==> config.mk <==
export PLATFORM = sky130hd
export DESIGN_NAME = odb_ram
export DESIGN_NICKNAME = d
export VERILOG_FILES = /design/src/hw/rtl/odb_ram.sv
export SDC_FILE = /design/constraint.sdc
export NUM_CORES = 1
export LEC_CHECK = 0
export ABC_AREA = 1
export BUFFER_PORTS_ARGS = -buffer_cell sky130_fd_sc_hd__buf_2
export CAP_MARGIN = 30
export CORE_MARGIN = 10
export CORE_UTILIZATION = 61
export DETAILED_ROUTE_END_ITERATION = 10
export GPL_ROUTABILITY_DRIVEN = 0
export PLACE_DENSITY = 0.88
export RECOVER_POWER = 100
export REMOVE_ABC_BUFFERS = 1
export SLEW_MARGIN = 20
export SYNTH_ARGS = -nofsm -noshare
export SYNTH_HDL_FRONTEND = slang
export SYNTH_SLANG_ARGS = --single-unit
==> constraint.sdc <==
create_clock -name i_clk -period 1.5 [get_ports i_clk]
set_clock_uncertainty 0.15 [all_clocks]
set_input_delay 0.3 -clock i_clk [delete_from_list [all_inputs] [get_ports i_clk]]
set_output_delay 0.3 -clock i_clk [all_outputs]
set_load 0.02 [all_outputs]
==> src/hw/rtl/odb_ram.sv <==
// Generic single port write, single port read RAM with registered read data.
// No dependencies.
module odb_ram #(
    parameter int WIDTH = 8,
    parameter int DEPTH = 16
) (
    input  logic                     i_clk,
    input  logic                     i_we,
    input  logic [$clog2(DEPTH)-1:0] i_waddr,
    input  logic [WIDTH-1:0]         i_wdata,
    input  logic                     i_re,
    input  logic [$clog2(DEPTH)-1:0] i_raddr,
    output logic [WIDTH-1:0]         o_rdata
);
    logic [WIDTH-1:0] r_mem [DEPTH];
    logic [WIDTH-1:0] r_rdata;

    always_ff @(posedge i_clk) begin
        if (i_we) begin
            r_mem[i_waddr] <= i_wdata;
        end
        if (i_re) begin
            r_rdata <= r_mem[i_raddr];
        end
    end

    assign o_rdata = r_rdata;
endmodule

==> impl_metrics.csv <==
group,metric,value,unit
outcome,violations,"setup timing",
power_and_ir_drop,p_per_area,1364,mW/mm2
setup_path,cp.required,1.05,ns
flow_run,drv_cap,0,
clocking,cts.clk_slew.worst_paths,0.06,ns
finish,drive_above_1_share,9.268,%
floorplanning,rows,35,
outcome,status,"finished, violations left",
global_routing,grt_max_degree,46,
power_and_ir_drop,p_sw_share,21.69,%
timing,relSlewSlack,40.38,%
global_routing,overflow,0,
timing,fmax,643.1,MHz
min_path,hp-class,"input pin to flop",
placement,place_inst,712,
setup_path,reg2reg_depth,6,
clocking,post-cts-setup-buffers,0,
finish,final_nets,622,
floorplanning,dieArea,0.01390,mm2
placement,hpwl,8801,um
min_path,whs_path_depth,3,
global_routing,grt_pass1_wl,23760,um
synthesis,yosys-top-cells-area,"edfxtp_1 (70%), nand2_1 (11%), nand3_1 (8.3%)",
power_and_ir_drop,power.total,9.364,mW
setup_path,cpLargestDelayFamily,"flip-flops",
global_routing,grt_pass1_vias,4338,
setup_path,crit_slowest_cell,"edfxtp_1",
finish,n_antenna_cell,0,
setup_path,max_stage_delay,0.42,ns
route,wire_per_inst,20.57,um
route,ant_nets,0,
synthesis,yosysWarnings,0,
setup_path,crit_arrival,1.10,ns
route,via_per_inst,5.863,
synthesis,synth_cell_types,11,
global_routing,track_usage,22.10,%
synthesis,synth_top_area_share,69.85,%
floorplanning,io_pins,27,
route,first_iter_violations,725,
clocking,htree_levels,4,
placement,place_ws,-0.1958,ns
timing,rsz0062_at_grt,"true",
setup_path,cp-start-kind,"flop",
floorplanning,die_y,117.9,um
floorplanning,core,0.009284,mm2
synthesis,synth.cell_area,0.005847,mm2
clocking,cts_tree,"yes",
power_and_ir_drop,clockPowerShare,47.4,%
setup_path,endpoint_kind,"output port",
power_and_ir_drop,intPower,7.333,mW
power_and_ir_drop,ir_worst_vdd,0.8878,mV
clocking,cts.root.buffer_cell,"clkbuf_8",
setup_path,cp_num_buf_inv,1,
power_and_ir_drop,seqPwrFrac,46.1,%
timing,fin_ws,-0.05494,ns
clocking,cts_buffer_depth,2,
timing,hold_viol_final,0,
synthesis,synth_top_area_cell,"edfxtp_1",
synthesis,avgSynthCellArea,10.61,um2
setup_path,cp_cell_sequence,"buf_6",
placement,port_buffers,26,
min_path,hold_path.startpoint,"i_raddr[3]",
synthesis,syn_inst,551,
timing,period_minus_slack,1.555,ns
global_routing,antenna_found_initial,0,
route,routed_wl,15310,um
timing,fin_crit_sh,103.7,%
finish,area.growth.synth_to_final,17.40,%
timing,drv_slew,0,
route,drt_pass1_iterations,6,
timing,setup_violations,8,
route,vias,4362,
clocking,cts_buffers,17,
power_and_ir_drop,total_leakage_power,2.915,nW
power_and_ir_drop,power.net_switching,2.031,mW
floorplanning,initial_core_util,62.98,%
setup_path,r2r_end,"o_rdata[7]",
clocking,insertion_delay,0.53,ns
floorplanning,dieWidth,117.9,um
setup_path,crit_start,"o_rdata[3]",
finish,stdcell_count,744,
power_and_ir_drop,comb_power_share,6.5,%
route,drc,0,
synthesis,synth-seq-cells,136,
synthesis,ys_seq_area_share,69.85,%
min_path,worst_hold_path.endpoint,"o_rdata[7]",
setup_path,path_max_fanout,1,
setup_path,reg2reg_from,"r_mem[1][7]",
clocking,clock_sinks,136,
setup_path,reg2reg_slack,0.13,ns
timing,worst_pin_slew,0.8942,ns
setup_path,worstSetupPathType,"flop to output port",
-- cells in the final DEF (no fill, tap or decap), types with 4 or more instances in the layout --
master and instances:
buf_12 5, buf_2 4, buf_4 9, buf_6 8, bufinv_16 5, clkbuf_1 32, clkbuf_16 16, edfxtp_1 136
inv_1 100, nand2_1 173, nand3_1 97, nor2_1 17
-- state kept, by name, indices dropped and copies added, names as in the netlist --
name and flops:
o_rdata 8, r_mem 128
-- area by class of cell --
cell class	instances	area, um2
Clock buffer	19	421.7
Clock inverter	12	200.2
Fill cell	556	2420
Inverter	102	382.9
Multi-Input combinational cell	289	1214
Sequential cell	136	4084
Tap cell	129	161.4
Timing Repair Buffer	57	400.4
-- cell families after synthesis --
family	Yosys count	share of synthesized area [%]
and+or+nand+nor	289	20.76
buffers and inverters	126	9.394
DFF	136	69.85
-- cell usage after synthesis --
library cell and count:
buf_4 4, nand3b_1 2, inv_2 2, edfxtp_1 136
nand2_1 173, nand3_1 97, inv_1 100, buf_2 13
buf_1 1, buf_6 6, nor2_1 17
-- worst max-delay path by stage --
stage | slack [ns] | endpoint | cells after the start
floorplan | -0.07 | o_rdata[2] | 6
global placement | -0.11 | o_rdata[2] | 7
detailed placement | -0.20 | o_rdata[2] | 7
CTS | -0.07 | o_rdata[3] | 1
global route | -0.09 | o_rdata[7] | 1
finish | -0.05 | o_rdata[3] | 1
-- metal layers --
layer | vias to the layer above | part of all wire (%) | global-route usage [%]
met5 | - | 0 | 0
met4 | 0 | 4.1 | 11.13
met3 | 74 | 11 | 5.468
met2 | 409 | 48 | 35.59
met1 | 1996 | 36 | 27.12
li1 | 1883 | - | -
-- power by group through the flow --
stage | sequential (mW) | combinational [mW] | clock (mW)
after floorplan | 4.40 | 0.230 | 0
after global placement | 4.38 | 0.531 | 0
after detailed placement | 4.39 | 0.560 | 0
after CTS | 4.31 | 0.603 | 4.45
after global routing | 4.32 | 0.652 | 4.60
final | 4.32 | 0.611 | 4.43
-- stage by stage --
step	TNS (ns)	instance area (um2)	utilization (%)	hold slack, ns
floorplan	-0.5087	5680	-	0.2489
global placement	-0.7310	6260	67.43	0.5143
detailed placement	-1.049	6260	67.43	0.5139
CTS	-0.4467	6929	74.64	0.004159
global route	-0.5461	6864	73.94	0.03310
finish	-0.3289	6864	73.94	0.04188
-- tightest hold or removal path, stage by stage --
cell,delay [ns]
buf_2,0.14
nand3_1,0.09
nand2_1,0.07
-- what timing repair did --
action                                 4_1_cts  5_1_grt
setup endpoints to repair                    8        8
endpoints found under the hold margin        8        0
hold buffers                                 1        0
gates resized for setup                     12        4
Note: power is estimated with default switching activity, not from simulation.
