--- src/hw/rtl/odb_pkg.sv ---
// Shared types, constants and helpers for the operating point efficiency binner.
// No dependencies; imported by odb_div and the top level module.
package odb_pkg;

    localparam int BINS   = 24;
    localparam int BIN_W  = $clog2(BINS);
    localparam int CELLS  = BINS * BINS;
    localparam int ADDR_W = $clog2(CELLS);
    localparam int SUM_W  = 40;
    localparam int CNT_W  = 16;
    localparam int CELL_W = SUM_W + CNT_W;
    localparam int DIV_W  = 40;
    localparam int DVS_W  = 16;
    localparam int DCNT_W = $clog2(DIV_W + 1);

    localparam logic [2:0] MODE_LOAD_TEMP = 3'd0;
    localparam logic [2:0] MODE_LOAD_FLOW = 3'd1;
    localparam logic [2:0] MODE_RECORD    = 3'd2;
    localparam logic [2:0] MODE_READ      = 3'd3;
    localparam logic [2:0] MODE_CLEAR     = 3'd4;

    localparam logic [2:0] CFG_REF_TEMP  = 3'd0;
    localparam logic [2:0] CFG_TEMP_LOW  = 3'd1;
    localparam logic [2:0] CFG_TEMP_HIGH = 3'd2;
    localparam logic [2:0] CFG_FLOW_LOW  = 3'd3;
    localparam logic [2:0] CFG_FLOW_HIGH = 3'd4;

    localparam logic [15:0] RST_TEMP_LOW  = 16'd200;
    localparam logic [15:0] RST_TEMP_HIGH = 16'd625;
    localparam logic [15:0] RST_FLOW_LOW  = 16'd250;
    localparam logic [15:0] RST_FLOW_HIGH = 16'd1000;

    localparam logic [15:0] CONV_FULL  = 16'd10000;
    localparam logic [2:0]  CLASS_EMPTY = 3'd7;
    localparam logic [CNT_W-1:0] CNT_FULL = {CNT_W{1'b1}};

    // Saturate a sign and magnitude quotient to signed 16 bits.
    function automatic logic [15:0] sat16(input logic [DIV_W-1:0] q, input logic neg);
        logic [DIV_W-1:0] nq;
        nq = DIV_W'(0) - q;
        if (!neg)
            return (q > DIV_W'(32767)) ? 16'h7fff : q[15:0];
        else
            return (q > DIV_W'(32768)) ? 16'h8000 : nq[15:0];
    endfunction

    // Efficiency class of a nonempty cell mean in hundredths of a percent.
    function automatic logic [2:0] eff_class(input logic [15:0] a);
        logic signed [15:0] s;
        s = $signed(a);
        if (s < 16'sd3000)      return 3'd0;
        else if (s < 16'sd4000) return 3'd1;
        else if (s < 16'sd5000) return 3'd2;
        else if (s < 16'sd6000) return 3'd3;
        else if (s < 16'sd7000) return 3'd4;
        else if (s < 16'sd8000) return 3'd5;
        else                    return 3'd6;
    endfunction

endpackage

--- src/hw/rtl/odb_div.sv ---
// Unsigned restoring divider, one quotient bit per cycle.
// Depends on odb_pkg for operand widths.
module odb_div import odb_pkg::*; (
    input  logic             i_clk,
    input  logic             i_rst_n,
    input  logic             i_start,
    input  logic [DIV_W-1:0] i_dividend,
    input  logic [DVS_W-1:0] i_divisor,
    output logic             o_done,
    output logic [DIV_W-1:0] o_quotient
);
    logic [DVS_W-1:0]  r_rem, n_rem;
    logic [DIV_W-1:0]  r_quo, n_quo;
    logic [DVS_W-1:0]  r_dvs;
    logic [DCNT_W-1:0] r_cnt;
    logic              r_busy, r_done;
    logic [DVS_W:0]    trial;

    always_comb begin
        trial = {r_rem, r_quo[DIV_W-1]};
        if (trial >= {1'b0, r_dvs}) begin
            n_rem = DVS_W'(trial - {1'b0, r_dvs});
            n_quo = {r_quo[DIV_W-2:0], 1'b1};
        end else begin
            n_rem = trial[DVS_W-1:0];
            n_quo = {r_quo[DIV_W-2:0], 1'b0};
        end
    end

    always_ff @(posedge i_clk) begin
        if (!i_rst_n) begin
            r_busy <= 1'b0;
            r_done <= 1'b0;
            r_cnt  <= '0;
        end else begin
            r_done <= 1'b0;
            if (i_start) begin
                r_busy <= 1'b1;
                r_cnt  <= '0;
                r_rem  <= '0;
                r_quo  <= i_dividend;
                r_dvs  <= i_divisor;
            end else if (r_busy) begin
                r_rem <= n_rem;
                r_quo <= n_quo;
                r_cnt <= r_cnt + 1'b1;
                if (r_cnt == DCNT_W'(DIV_W - 1)) begin
                    r_busy <= 1'b0;
                    r_done <= 1'b1;
                end
            end
        end
    end

    assign o_done     = r_done;
    assign o_quotient = r_quo;
endmodule

--- config.mk ---
export PLATFORM = sky130hd
export DESIGN_NAME = odb_div
export DESIGN_NICKNAME = d
export VERILOG_FILES = /design/src/hw/rtl/odb_pkg.sv /design/src/hw/rtl/odb_div.sv
export SDC_FILE = /design/constraint.sdc
export NUM_CORES = 1
export LEC_CHECK = 0
export ABC_AREA = 1
export BUFFER_PORTS_ARGS = -buffer_cell sky130_fd_sc_hd__buf_2
export CAP_MARGIN = 20
export CORE_UTILIZATION = 55
export DETAILED_ROUTE_END_ITERATION = 7
export PLACE_DENSITY = 0.87
export SYNTH_ARGS = -nofsm -noshare
export SYNTH_HDL_FRONTEND = slang
export SYNTH_SLANG_ARGS = --single-unit
--- constraint.sdc ---
create_clock -name i_clk -period 5.7 [get_ports i_clk]
set_clock_uncertainty 0.05 [all_clocks]
set_input_delay 0.285 -clock i_clk [delete_from_list [all_inputs] [get_ports i_clk]]
set_output_delay 0.285 -clock i_clk [all_outputs]
set_load 0.005 [all_outputs]
==> qor.yml <==
outcome:
  status: "completed"
synthesis:
  yosysWarnings: 0
  postSynthCellCount: 550
  seq_area_frac_synth_pct: 51.37
  synth_fp_nets: 627
  yosysUniqueCellTypes: 31
  syn-cell-area_mm2: 0.004521
  ys_seq_elements: 80
  avgSynthCellArea_um2: 8.219
floorplan:
  rows: 32
  initial_utilization_pct: 57.61
  core_mm2: 0.007848
  dieWidth_um: 92.66
  ios: 100
  die_area_mm2: 0.008586
  die_y_um: 92.66
clock_tree:
  cts_buffers: 9
  cts_hold_buf: 0
  cts.sinks: 80
  ctsResizeCount: 0
  insertion_delay_ns: 0.36
  root_buffer: "clkbuf_8"
  htreeDepth: 3
  clock_path_buffers: 2
  cts_tree: "yes"
  cts_setup_buffers: 0
  path_clk_slew_ns: 0.09
drt:
  wl_um: 10710
  drtAntennaViolNets: 0
  via_per_inst: 5.266
  drt-pass1-iter-count: 7
  avgRoutedWirePerCell_um: 14.16
  drc: 0
  vias: 3981
  first_iter_violations: 275
critical_path:
  path_delay_family: "buffers and inverters"
  path_cells: "buf_2 -> inv_1 -> a21oi_4 -> buf_4"
  required_ns: 5.66
  worstSetupStartpointType: "input pin"
  crit_buf_inv: 3
  critPathArrivalTime_ns: 2.25
  critPathKind: "in -> reg"
  path_max_fanout: 44
  cp-end-kind: "flip-flop"
  crit_path_top_delay_cell: "a21oi_4"
  slowest_delay_ns: 0.67
finish:
  drive_gt1_share_pct: 22.02
  fill_cells: 626
  diodes: 0
  fin_area_mm2: 0.005303
  synthToLayoutAreaGrowth_pct: 17.30
  final_util_pct: 67.57
  fin_nets: 726
timing:
  rsz0062_at_grt: "false"
  setup_viol: 0
  hold_viol: 0
  period_needed_ns: 2.292
  whs_ns: 0.04682
  report.final.slew_viol_count: 0
  finalSetupTns_ns: 0
  clock.fmax_mhz: 436.4
  min_period_over_period_pct: 40.20
  worstMarginPinSlew_ns: 0.7668
  relSlewSlack_pct: 48.77
placement:
  gp_congestion: 0.9290
  hpwl_um: 7676
  portBuffers: 99
  dpl_cell_area_mm2: 0.005107
grt:
  grt_start_max_net_pins: 57
  grt_pass1_vias: 3778
  antenna_found_initial: 0
  grtUsageTotal_pct: 26.42
  gr-total-overflow: 0
  grt_pass1_wl_um: 17390
power:
  pwr-share-clk_pct: 29.1
  pwr_density_cell_mw_per_mm2: 281.6
  switchingPower_mw: 0.4707
  comb_power_share_pct: 22.9
  swShare_pct: 31.53
  ir_worst_vdd_mv: 0.1810
  p_leak_nw: 2.711
  internal-power_mw: 1.022
  power_frac_seq_pct: 48.0
job:
  maxCapViolCount: 0
hold_path:
  worst_hold_path_type: "in -> reg"
==> worst paths after layout <==
path | from | end | slack (ns) | cells past startpoint
min reg2reg | r_cnt[5] | r_cnt[5] | 0.41 | 1
min | i_divisor[10] | r_dvs[10] | 0.05 | 1
max reg2reg | r_rem[5] | r_rem[4] | 3.43 | 10
max | i_start | o_quotient[39] | 3.41 | 4
==> Yosys cell counts (all sizes together) <==
master | count | area, µm²
nand4 | 6 | 37.54
nand2 | 245 | 958.4
dfxtp | 8 | 160.2
buf | 4 | 28.77
clkbuf | 9 | 33.78
edfxtp | 72 | 2162
a21oi | 12 | 63.81
and2 | 3 | 18.77
inv | 77 | 289.0
or2 | 1 | 6.260
o21ai | 4 | 20.02
nor4 | 1 | 6.260
nand3b | 6 | 45.04
xor2 | 6 | 52.55
nand3 | 23 | 145.1
fa | 1 | 20.02
nor3 | 3 | 26.28
nor2 | 52 | 234.0
ha | 17 | 212.7
==> power by group through the flow <==
stage | combinational (mW) | clock (mW) | sequential, mW
after floorplan | 0.239 | 0 | 0.726
after global placement | 0.321 | 0 | 0.728
after detailed placement | 0.335 | 0 | 0.728
after CTS | 0.339 | 0.433 | 0.716
after global routing | 0.384 | 0.459 | 0.721
final | 0.341 | 0.435 | 0.717
==> routing by layer <==
layer | vias to the layer above | routed length [µm] | global-route usage [%]
met2 | 194 | 5244 | 44.26
li1 | 1925 | - | -
met3 | 27 | 833 | 6.240
met5 | - | 0 | 0
met4 | 0 | 298 | 11.03
met1 | 1835 | 4332 | 32.84
==> logic make-up (layout without fill, tap and decap cells) <==
kind of cell	count (synthesis)	after routing	share of synthesized area (%)
AND/OR/NAND/NOR	340	340	32.69
buffers and inverters	90	194	7.777
flip-flops	80	80	51.37
adder cells (fa/ha/maj)	18	18	5.148
AO/OA/AOI/OAI	16	16	1.854
XOR/XNOR	6	6	1.162
==> cells in the final DEF, fill, tap and decap left out, types with 2 or more instances in the layout <==
| cell | instances |
|---|---|
| nand2_1 | 237 |
| buf_2 | 99 |
| inv_1 | 74 |
| edfxtp_1 | 72 |
| nor2_1 | 44 |
| nand3_1 | 17 |
| ha_1 | 17 |
| a21oi_1 | 10 |
| clkbuf_8 | 9 |
| dfxtp_1 | 8 |
| nand2_2 | 6 |
| nand3_2 | 6 |
| nor2_2 | 6 |
| nand3b_1 | 6 |
| nand4_1 | 6 |
| xor2_1 | 6 |
| o21ai_0 | 4 |
| inv_2 | 3 |
| and2_1 | 3 |
| nor3_1 | 2 |
| inv_6 | 2 |
| clkinvlp_4 | 2 |
| buf_4 | 2 |
==> sequential cells by signal, indices dropped and copies added (netlist names) <==
name and count:
r_busy 1, r_cnt 6, o_quotient 40, r_rem 16, r_dvs 16, o_done 1
==> through the flow <==
stage          std cells  power (mW)  setup slack [ns]
2_1_floorplan        550      0.9649             1.559
3_3_place_gp         740       1.049             3.129
5_1_grt              756       1.564             3.252
3_5_place_dp         740       1.064             3.043
4_1_cts              756       1.488             3.425
6_report             756       1.493             3.408
==> layout make-up <==
type	instances	area, µm²	area share [%]
sequential	80	2322	43.79
multi-input combinational	380	1858	35.04
timing repair buffer	101	510.5	9.627
inverter	77	289.0	5.451
clock buffer	10	127.6	2.407
tap	102	127.6	2.407
clock inverter	6	67.56	1.274
No activity file was read; power rests on OpenSTA's default activity.
